### config.mk
export PLATFORM = sky130hd
export DESIGN_NAME = packet_frame_decoder
export DESIGN_NICKNAME = d
export VERILOG_FILES = /design/src/rtl/pfd_pkg.sv /design/src/rtl/pfd_frame_parse.sv /design/src/rtl/packet_frame_decoder.sv
export SDC_FILE = /design/constraint.sdc
export NUM_CORES = 1
export LEC_CHECK = 0
export BUFFER_PORTS_ARGS = -buffer_cell sky130_fd_sc_hd__buf_4
export CAP_MARGIN = 0
export CORE_MARGIN = 10
export CORE_UTILIZATION = 45
export DETAILED_ROUTE_END_ITERATION = 10
export PLACE_DENSITY = 0.72
export SLEW_MARGIN = 30
export SYNTH_ARGS = -nofsm -noshare
export SYNTH_HDL_FRONTEND = slang
export SYNTH_SLANG_ARGS = --single-unit
### constraint.sdc
create_clock -name clk -period 10.9 [get_ports clk]
set_clock_uncertainty 0.05 [all_clocks]
set_input_delay 2.18 -clock clk [delete_from_list [all_inputs] [get_ports clk]]
set_output_delay 2.18 -clock clk [all_outputs]
set_load 0.1 [all_outputs]
### src/rtl/pfd_pkg.sv
// Shared types and constants for the packet frame decoder.
// Used by pfd_frame_parse and packet_frame_decoder; no dependencies.
`default_nettype none

package pfd_pkg;

	// Frame layout: byte 8 holds the payload length, the payload starts at byte 9.
	localparam int unsigned POS_W   = 9;
	localparam int unsigned LEN_POS = 8;
	localparam int unsigned HDR_LEN = 9;
	// Last position covered by the checksum is length plus this offset, minus one.
	localparam int unsigned SUM_END = 8;
	// Checksum byte sits at length + HDR_LEN, end marker one after it.
	localparam int unsigned END_OFS = 10;

	typedef enum logic [2:0] {
		ST_OK         = 3'd0,
		ST_BAD_START  = 3'd1,
		ST_BAD_SECOND = 3'd2,
		ST_BROADCAST  = 3'd3,
		ST_BAD_END    = 3'd4,
		ST_CHECKSUM   = 3'd5,
		ST_TRUNCATED  = 3'd6
	} status_t;

	typedef enum logic {
		KIND_PAYLOAD = 1'b0,
		KIND_VERDICT = 1'b1
	} kind_t;

	typedef enum logic [1:0] {
		CFG_START_BYTE     = 2'd0,
		CFG_END_BYTE       = 2'd1,
		CFG_BROADCAST_NODE = 2'd2
	} cfg_idx_t;

	typedef struct packed {
		logic [7:0] data_byte;
		logic       frame_end;
	} in_t;

	typedef struct packed {
		kind_t      out_kind;
		logic [7:0] payload_byte;
		status_t    status;
		logic [7:0] sender_id;
		logic [7:0] target_id;
		logic [7:0] message_type;
		logic [7:0] data_type;
		logic       ack_wanted;
		logic [7:0] sequence_count;
		logic [7:0] payload_length;
	} out_t;

	typedef struct packed {
		logic [7:0] start_byte;
		logic [7:0] end_byte;
		logic [7:0] broadcast_node;
	} cfg_t;

endpackage

`default_nettype wire

### src/rtl/pfd_frame_parse.sv
// Frame walker: per-frame state and the one-byte update step.
// Depends on pfd_pkg.
`default_nettype none

module pfd_frame_parse (
	input  wire logic          clk,
	input  wire logic          arst_n,
	input  wire logic          step,
	input  wire pfd_pkg::in_t  byte_in,
	input  wire pfd_pkg::cfg_t cfg,
	output logic               res_valid,
	output pfd_pkg::out_t      res
);

	typedef struct packed {
		logic [pfd_pkg::POS_W-1:0] pos;
		logic [7:0]                sum;
		pfd_pkg::status_t          err;
		logic [7:0]                sender;
		logic [7:0]                target;
		logic [7:0]                mtype;
		logic [7:0]                dtype;
		logic                      ack;
		logic [7:0]                seq;
		logic [7:0]                len;
		logic [7:0]                csum;
		logic                      done;
	} frame_t;

	frame_t                    cur_q;
	frame_t                    upd;
	frame_t                    nxt;
	logic [7:0]                b;
	logic                      last;
	logic [pfd_pkg::POS_W-1:0] pay_end;
	logic [pfd_pkg::POS_W-1:0] sum_end;
	logic                      end_hit;
	logic                      pay_hit;
	logic                      verdict;
	pfd_pkg::status_t          vstatus;

	assign b       = byte_in.data_byte;
	assign last    = byte_in.frame_end;
	assign pay_end = {1'b0, cur_q.len} + pfd_pkg::POS_W'(pfd_pkg::HDR_LEN);
	assign sum_end = {1'b0, cur_q.len} + pfd_pkg::POS_W'(pfd_pkg::SUM_END);

	always_comb begin
		upd     = cur_q;
		end_hit = 1'b0;
		pay_hit = 1'b0;
		vstatus = pfd_pkg::ST_OK;
		if (!cur_q.done) begin
			if (cur_q.pos <= pfd_pkg::POS_W'(pfd_pkg::LEN_POS) || cur_q.pos < sum_end) begin
				upd.sum = cur_q.sum + b;
			end
			case (cur_q.pos)
				9'd0: begin
					if (b != cfg.start_byte && cur_q.err == pfd_pkg::ST_OK) begin
						upd.err = pfd_pkg::ST_BAD_START;
					end
				end
				9'd1: begin
					if (b != 8'd0 && cur_q.err == pfd_pkg::ST_OK) begin
						upd.err = pfd_pkg::ST_BAD_SECOND;
					end
				end
				9'd2: begin
					upd.sender = b;
					if (b == cfg.broadcast_node && cur_q.err == pfd_pkg::ST_OK) begin
						upd.err = pfd_pkg::ST_BROADCAST;
					end
				end
				9'd3: upd.target = b;
				9'd4: upd.mtype  = b;
				9'd5: upd.dtype  = b;
				9'd6: upd.ack    = (b != 8'd0);
				9'd7: upd.seq    = b;
				9'd8: upd.len    = b;
				default: begin
					if (cur_q.pos < pay_end) begin
						pay_hit = 1'b1;
					end else if (cur_q.pos == pay_end) begin
						upd.csum = b;
					end else begin
						end_hit = 1'b1;
						if (cur_q.err != pfd_pkg::ST_OK) begin
							vstatus = cur_q.err;
						end else if (b != cfg.end_byte) begin
							vstatus = pfd_pkg::ST_BAD_END;
						end else if (cur_q.sum != cur_q.csum) begin
							vstatus = pfd_pkg::ST_CHECKSUM;
						end else begin
							vstatus = pfd_pkg::ST_OK;
						end
					end
				end
			endcase
			if (end_hit) begin
				upd.done = 1'b1;
			end else begin
				upd.pos = cur_q.pos + 1'b1;
			end
			// an early buffer end turns into a verdict of its own
			if (last && !end_hit) begin
				vstatus = (upd.err != pfd_pkg::ST_OK) ? upd.err : pfd_pkg::ST_TRUNCATED;
			end
		end
	end

	assign verdict = !cur_q.done && (end_hit || last);

	always_comb begin
		res       = '0;
		res_valid = 1'b0;
		if (verdict) begin
			res_valid          = 1'b1;
			res.out_kind       = pfd_pkg::KIND_VERDICT;
			res.status         = vstatus;
			res.sender_id      = upd.sender;
			res.target_id      = upd.target;
			res.message_type   = upd.mtype;
			res.data_type      = upd.dtype;
			res.ack_wanted     = upd.ack;
			res.sequence_count = upd.seq;
			res.payload_length = upd.len;
		end else if (!cur_q.done && pay_hit) begin
			res_valid        = 1'b1;
			res.out_kind     = pfd_pkg::KIND_PAYLOAD;
			res.payload_byte = b;
		end
	end

	// any flagged byte drops the whole frame state
	assign nxt = last ? '0 : upd;

	always_ff @(posedge clk or negedge arst_n) begin
		if (!arst_n) begin
			cur_q <= '0;
		end else if (step) begin
			cur_q <= nxt;
		end
	end

endmodule

`default_nettype wire

### src/rtl/packet_frame_decoder.sv
// Top level of the packet frame decoder: channels, input and result registers.
// Depends on pfd_pkg and pfd_frame_parse.
// Usage:
//   byte channel   (byte_valid/byte_ready/byte_data) carries one frame byte per
//                  beat, with frame_end set on the last byte of the link buffer.
//   result channel (result_valid/result_ready/result_data) carries either a
//                  payload byte (out_kind 0) or a frame verdict (out_kind 1)
//                  with the header fields and the first error seen.
//   cfg channel    (cfg_valid/cfg_ready/cfg_index/cfg_data) writes start_byte,
//                  end_byte and broadcast_node; cfg_ready is always high and
//                  writes to an index past the list are dropped. Write only
//                  while no byte is in flight.
// Timing: an accepted byte waits in the input register, is parsed there by
//   combinational logic, and its result beat, if any, is loaded into the
//   result register when the byte advances. Throughput is one byte per cycle
//   while results are taken, set by the combinational parse step in between.
// Stall: while a result waits on result_ready, one more byte is held in the
//   input register; byte_ready drops only when both are full.
// Reset: arst_n clears the frame state, both valid flags and the registers
//   (start_byte 0, end_byte 0, broadcast_node 255).
`default_nettype none

module packet_frame_decoder (
	input  wire logic          clk,
	input  wire logic          arst_n,
	input  wire logic          byte_valid,
	output logic               byte_ready,
	input  wire pfd_pkg::in_t  byte_data,
	output logic               result_valid,
	input  wire logic          result_ready,
	output pfd_pkg::out_t      result_data,
	input  wire logic          cfg_valid,
	output logic               cfg_ready,
	input  wire logic [1:0]    cfg_index,
	input  wire logic [7:0]    cfg_data
);

	pfd_pkg::cfg_t  cfg_q;
	pfd_pkg::in_t   byte_s1;
	logic           valid_s1;
	logic           advance;
	logic           res_valid;
	pfd_pkg::out_t  res;
	logic           res_valid_q;
	pfd_pkg::out_t  res_q;

	assign cfg_ready = 1'b1;

	// Configuration registers
	always_ff @(posedge clk or negedge arst_n) begin
		if (!arst_n) begin
			cfg_q.start_byte     <= 8'd0;
			cfg_q.end_byte       <= 8'd0;
			cfg_q.broadcast_node <= 8'hFF;
		end else if (cfg_valid && cfg_ready) begin
			case (cfg_index)
				pfd_pkg::CFG_START_BYTE:     cfg_q.start_byte     <= cfg_data;
				pfd_pkg::CFG_END_BYTE:       cfg_q.end_byte       <= cfg_data;
				pfd_pkg::CFG_BROADCAST_NODE: cfg_q.broadcast_node <= cfg_data;
				default: ;
			endcase
		end
	end

	// Advance the held byte whenever the result slot is free or being drained.
	assign advance    = valid_s1 && (!res_valid_q || result_ready);
	assign byte_ready = !valid_s1 || advance;

	always_ff @(posedge clk or negedge arst_n) begin
		if (!arst_n) begin
			valid_s1 <= 1'b0;
		end else if (byte_valid && byte_ready) begin
			valid_s1 <= 1'b1;
		end else if (advance) begin
			valid_s1 <= 1'b0;
		end
	end

	// payload register, no reset
	always_ff @(posedge clk) begin
		if (byte_valid && byte_ready) begin
			byte_s1 <= byte_data;
		end
	end

	pfd_frame_parse u_parse (
		.clk       (clk),
		.arst_n    (arst_n),
		.step      (advance),
		.byte_in   (byte_s1),
		.cfg       (cfg_q),
		.res_valid (res_valid),
		.res       (res)
	);

	// Result register: load a new beat, or drop the old one once taken.
	always_ff @(posedge clk or negedge arst_n) begin
		if (!arst_n) begin
			res_valid_q <= 1'b0;
		end else if (advance && res_valid) begin
			res_valid_q <= 1'b1;
		end else if (result_ready) begin
			res_valid_q <= 1'b0;
		end
	end

	always_ff @(posedge clk) begin
		if (advance && res_valid) begin
			res_q <= res;
		end
	end

	assign result_valid = res_valid_q;
	assign result_data  = res_q;

`ifndef SYNTHESIS
	a_ready_only_when_full: assert property (@(posedge clk) disable iff (!arst_n)
		!byte_ready |-> valid_s1 && res_valid_q && !result_ready)
		else $error("byte_ready low with a free slot");

	a_payload_clean: assert property (@(posedge clk) disable iff (!arst_n)
		result_valid && result_data.out_kind == pfd_pkg::KIND_PAYLOAD |->
		result_data.status == pfd_pkg::ST_OK && result_data.sender_id == 8'd0 &&
		result_data.payload_length == 8'd0)
		else $error("payload beat carries verdict fields");

	a_result_from_step: assert property (@(posedge clk) disable iff (!arst_n)
		$rose(result_valid) |-> $past(advance))
		else $error("result beat appeared without a parse step");

	a_status_range: assert property (@(posedge clk) disable iff (!arst_n)
		result_valid |-> result_data.status <= pfd_pkg::ST_TRUNCATED)
		else $error("result status out of range");
`endif

endmodule

`default_nettype wire

; Word-level counts from Yosys, hierarchy flattened
; Index checks and enable logic that the tools add are counted.
[totals]
regBits = 174
in_bits = 24
wordCells = 136
[op_classes]
add_sub_neg = 4
n_lt_le_gt_ge = 3
eq_ne = 19
mux = 42
bitwise = 2
reduce_logical = 37
[ops]
columns = cell, count
row1 = $mux 78, 2
row2 = $mux 8, 10
row3 = $eq 9x3->1 const B, 4
row4 = $mux 3, 12
row5 = $ne 8x8->1, 3
row6 = $add 8x4->9 const B, 2
row7 = $eq 9x2->1 const B, 2
row8 = $lt 9x9->1, 2
row9 = $mux 1, 16
row10 = $add 9x1->9 const B, 1
row11 = $eq 9x1->1 const B, 1
row12 = $eq 9x4->1 const B, 1
row13 = $eq 9x9->1, 1
row14 = $le 9x4->1 const B, 1
row15 = $logic_and 1x1->1, 9
row16 = $logic_not 9->1, 1
row17 = $mux 9, 1
row18 = $pmux 3 s3, 1
row19 = $reduce_or 9->1, 1
row20 = $add 8x8->8, 1
row21 = $eq 8x8->1, 1
row22 = $reduce_and 2->1, 4
row23 = $reduce_bool 2->1, 4
row24 = $reduce_bool 8->1, 1
row25 = other kinds (13), 25

; Logic depth before layout (Yosys ltp)
[depth]
word_depth = 12
depth_mapped = 13
mapped_depth_nobuf = 13

; Cells and area by module
; A second synthesis with hierarchy kept.
[hier_totals]
cells_unflattened = 808
area_unflattened_um2 = 9263.9
[modules_own_cells]
columns = module, n_inst, cells_per_inst, area_per_inst_um2, seq_area_each_um2
row1 = pfd_frame_parse, 1, 675, 6132.1, 1951.9
row2 = packet_frame_decoder, 1, 133, 3131.8, 2762.6

; Worst setup path before layout
; No wires, ideal clock.
[synth_path]
path_type = input to register
startpoint = input port result_ready
endpoint = register res_q, in the netlist result_data[0], enable pin
setup_ns = 0.500
arrival_ns = 5.552
t_required_ns = 10.350
path_slack_ns = 4.798
path_stages = 4
n_path_buf = 1
path_cell_list = nand2b_1 nand2_1 clkbuf_1 a21oi_1
[synth_via]
elab_chain_cells = 3
[synth_rtl]
columns = item, line_no
row1 = "start, declared", packet_frame_decoder.sv:30  ; input wire logic result_ready,
row2 = $logic_or 1x1->1, packet_frame_decoder.sv:66  ; assign advance = valid_s1 && (!res_valid_q || result_ready);
row3 = $logic_and 1x1->1, packet_frame_decoder.sv:66
row4 = $logic_and 1x1->1, packet_frame_decoder.sv:108  ; if (advance && res_valid) begin
row5 = "end signal, assigned", packet_frame_decoder.sv:109  ; res_q <= res;
row6 = "end, declared", packet_frame_decoder.sv:45  ; pfd_pkg::out_t res_q;
; Every way passes these cells.
; A chain may end at the register's enable or synchronous reset.

; Worst setup path after layout
[layout_path]
startpoint = input port result_ready
endpoint = output port byte_ready
[layout_via]
elab_chain_cells = 3
[layout_rtl]
columns = item, line_no
row1 = $logic_or 1x1->1, packet_frame_decoder.sv:66
row2 = $logic_and 1x1->1, packet_frame_decoder.sv:66
row3 = $logic_or 1x1->1, packet_frame_decoder.sv:67  ; assign byte_ready = !valid_s1 || advance;
row4 = "end, declared", packet_frame_decoder.sv:27  ; output logic byte_ready,
; Every way passes these cells.

==> flow_summary_export.csv <==
group,metric,value,unit
die,rows,50,
die,pin_count,88,
clock_network,cts.root.buffer_cell,"clkbuf_16",
clock_network,cts_tree,"yes",
route,drt-vias-per-instance,5.79,
placed_design,dpl.hpwl,14300,microns
clock_network,cts_resized,0,
yosys,yosysSeqAreaShare,55.1,%
sta,rsz0062_at_grt,"false",
critical_path,cp_common_cell,"buf_4",
route,wl_per_cell,19.2,microns
grt,first_global_vias,6231,
route,wl_met2,9960,microns
clock_network,clk_path_buf_depth,2,
critical_path,cpPeakStageDelay,310,ps
yosys,yosys_most_used_dff,"dfrtp_1",
yosys,ys_async_sr_fraction,59.8,%
yosys,yosysUniqueCellTypes,65,
grt,grt_max_degree,65,
route,drt-total-wl,21600,microns
cells_and_area,final_cell_mix,"nand2_1, buf_4, dfrtp_1",
placed_design,io_buffers,86,
critical_path,arrival,2730,ps
route,drt_first_pass_iters,5,
worst_hold_path,hold_path.class,"flop to flop",
sta,fin_crit,4960,ps
route,drcViolationCount,0,
power_and_ir_drop,vdd_drop_max,0.198,mV
die,die-area,24900,sq um
grt,grt_pass1_wl,34200,microns
yosys,yosys-top-cells-area,"dfrtp_1, edfxtp_1, nand2_1, ha_1, o21ai_0",
clock_network,h-tree-depth,4,
run,drv_cap,0,
die,dieHeight,158,microns
critical_path,worstPathMaxFanout,3,
die,start_util,45.7,%
sta,fin_tns_setup,0,ps
grt,overflow,0,
cells_and_area,layout.nets,934,
clock_network,post_cts_buffers,0,
clock_network,cts.sinks,174,
power_and_ir_drop,power_leakage,4.02,nW
clock_network,holdBufCountCts,0,
yosys,ys_ff_latch,174,
yosys,synth_edf_count,70,
yosys,syn_area_per_cell,10.7,sq um
route,dr_total_vias,6513,
sta,hold_ws,434,ps
sta,worst_pin_slew,876,ps
sta,fmax,202,MHz
sta,hold_viol,0,
yosys,synthCells,802,
cells_and_area,area_growth,16.8,%
route,drtIter0Drc,622,
power_and_ir_drop,power.density,290,nW/um^2
status,status,"completed",
sta,finalCritPeriodShare,45.5,%
die,coreArea,18700,sq um
route,wl_met1,9630,microns
route,wl_met3,1780,microns
die,die_w,158,microns
sta,final-setup-viol-count,0,
grt,antenna_found_initial,0,
yosys,synth_top_area_cell,"dfrtp_1",
clock_network,clock_latency,430,ps
critical_path,path_delay_family,"buffers and inverters",
route,ant_nets,0,
grt,grt_use_total,17.4,%
yosys,yosysWarnings,0,
yosys,netlist_area,8560,sq um
yosys,syn-num-nets,859,
critical_path,crit_path_cell_trace,"buf_4, inv_1, nand3_1, buf_4",
yosys,synth_top_area_share,28.1,%
route,highest_layer,"met4",
critical_path,crit_buf_inv,3,
sta,slew_headroom,41.6,%
critical_path,end_kind,"primary output",
critical_path,cp-start-kind,"input port",
cells_and_area,layout-drive-gt1-share,20.0,%
critical_path,criticalPathCategory,"input port to primary output",
clock_network,numCtsBuffers,17,
critical_path,slowest_stage,"buf_4",
sta,final_max_slew_viol_count,0,
critical_path,reg2reg_slack,6890,ps
clock_network,cts.clk_slew.worst_paths,70,ps
critical_path,crit_required,8670,ps
placed_design,gp_congestion,0.886,
cells_and_area,final_common_cell,"nand2_1",
==> worst reg2reg max path: cells and delay by family, from the launching register on <==
family	cells	cell delay (ps)
buffers and inverters	1	580
flip-flops	1	490
XOR/XNOR	1	200
AO/OA/AOI/OAI	6	1680
adder cells (fa/ha/maj)	2	550
==> cell type report <==
cell class	count	area, sq um
clock buffer	18	429
fill	1621	8710
inverter	16	60.1
clock inverter	14	135
sequential	174	4710
tap	234	293
timing repair buffer	98	736
multi-input combinational	570	3630
antenna	1	2.50
==> routing by layer <==
metal	up-vias	track usage, %
met4	0	4.54
met2	249	26.2
li1	3033	-
met3	26	4.31
met1	3205	24.5
met5	-	0
==> stage by stage <==
| step | power (mW) | cells | util, % | area (sq um) | setup slack [ps] |
|---|---|---|---|---|---|
| after floorplan | 2.02 | 802 | - | 8560 | 4800 |
| after global placement | 2.30 | 1092 | 50.4 | 9430 | 5960 |
| after detailed placement | 2.32 | 1092 | 50.4 | 9430 | 5940 |
| after CTS | 2.90 | 1124 | 53.4 | 9990 | 5940 |
| after global routing | 3.02 | 1124 | 53.4 | 9990 | 5890 |
| final | 2.90 | 1125 | 53.4 | 10000 | 5940 |
==> flip-flops by register name, summed over array words and instances, names as in the netlist <==
name	flops
result_valid	1
u_parse.cur_q	78
cfg_q	24
result_data	61
valid_s1	1
byte_s1	9
==> report_power, final <==
group	internal [mW]	switching (mW)	total, mW
registers	0.864	0.0930	0.957
clock network	0.319	0.269	0.588
logic	0.303	1.05	1.35
==> synthesized netlist by cell type (all sizes together) (2+ instances only) <==
| master | count |
|---|---|
| a32o | 2 |
| nor4 | 9 |
| buf | 12 |
| o21ai | 64 |
| and2 | 12 |
| o311ai | 3 |
| nand2 | 136 |
| inv | 14 |
| mux2 | 24 |
| a31o | 2 |
| clkbuf | 30 |
| o21a | 2 |
| nor2 | 30 |
| nand3b | 3 |
| nand4 | 7 |
| and3 | 7 |
| o41ai | 4 |
| a22o | 16 |
| or3 | 3 |
| o31ai | 2 |
| a21oi | 56 |
| o211ai | 6 |
| or2 | 2 |
| xor2 | 22 |
| edfxtp | 70 |
| clkinv | 2 |
| xnor2 | 25 |
| or4 | 3 |
| nand2b | 5 |
| nand3 | 43 |
| a21o | 6 |
| dfrtp | 96 |
| nor3 | 8 |
| ha | 32 |
| a211oi | 5 |
| a31oi | 5 |
| dfstp | 8 |
| nor3b | 3 |
| mux2i | 8 |
==> final timing paths <==
kind / cells after the start / endpoint / from
min: 2 / u_parse.cur_q[29]$_DFFE_PN0P_ / u_parse.cur_q[29]$_DFFE_PN0P_
max reg2reg: 10 / result_data[47]$_SDFFCE_PN0P_ / u_parse.cur_q[9]$_DFFE_PN0P_
min reg2reg: 2 / u_parse.cur_q[29]$_DFFE_PN0P_ / u_parse.cur_q[29]$_DFFE_PN0P_
min in group asynchronous: 1 / cfg_q[18]$_DFFE_PN0P_ / arst_n
max in group asynchronous: 2 / u_parse.cur_q[53]$_DFFE_PN0P_ / arst_n
max: 4 / byte_ready / result_ready
==> cell families after synthesis <==
kind of cell	share of synthesized area (%)
xor+xnor	4.81
flops	55.1
other cells	0.0438
compound gates	13.1
simple gates	15.2
fa+ha+maj	4.91
mux	4.09
buf+inv	2.76
Note: power is estimated with default switching activity, not from simulation.
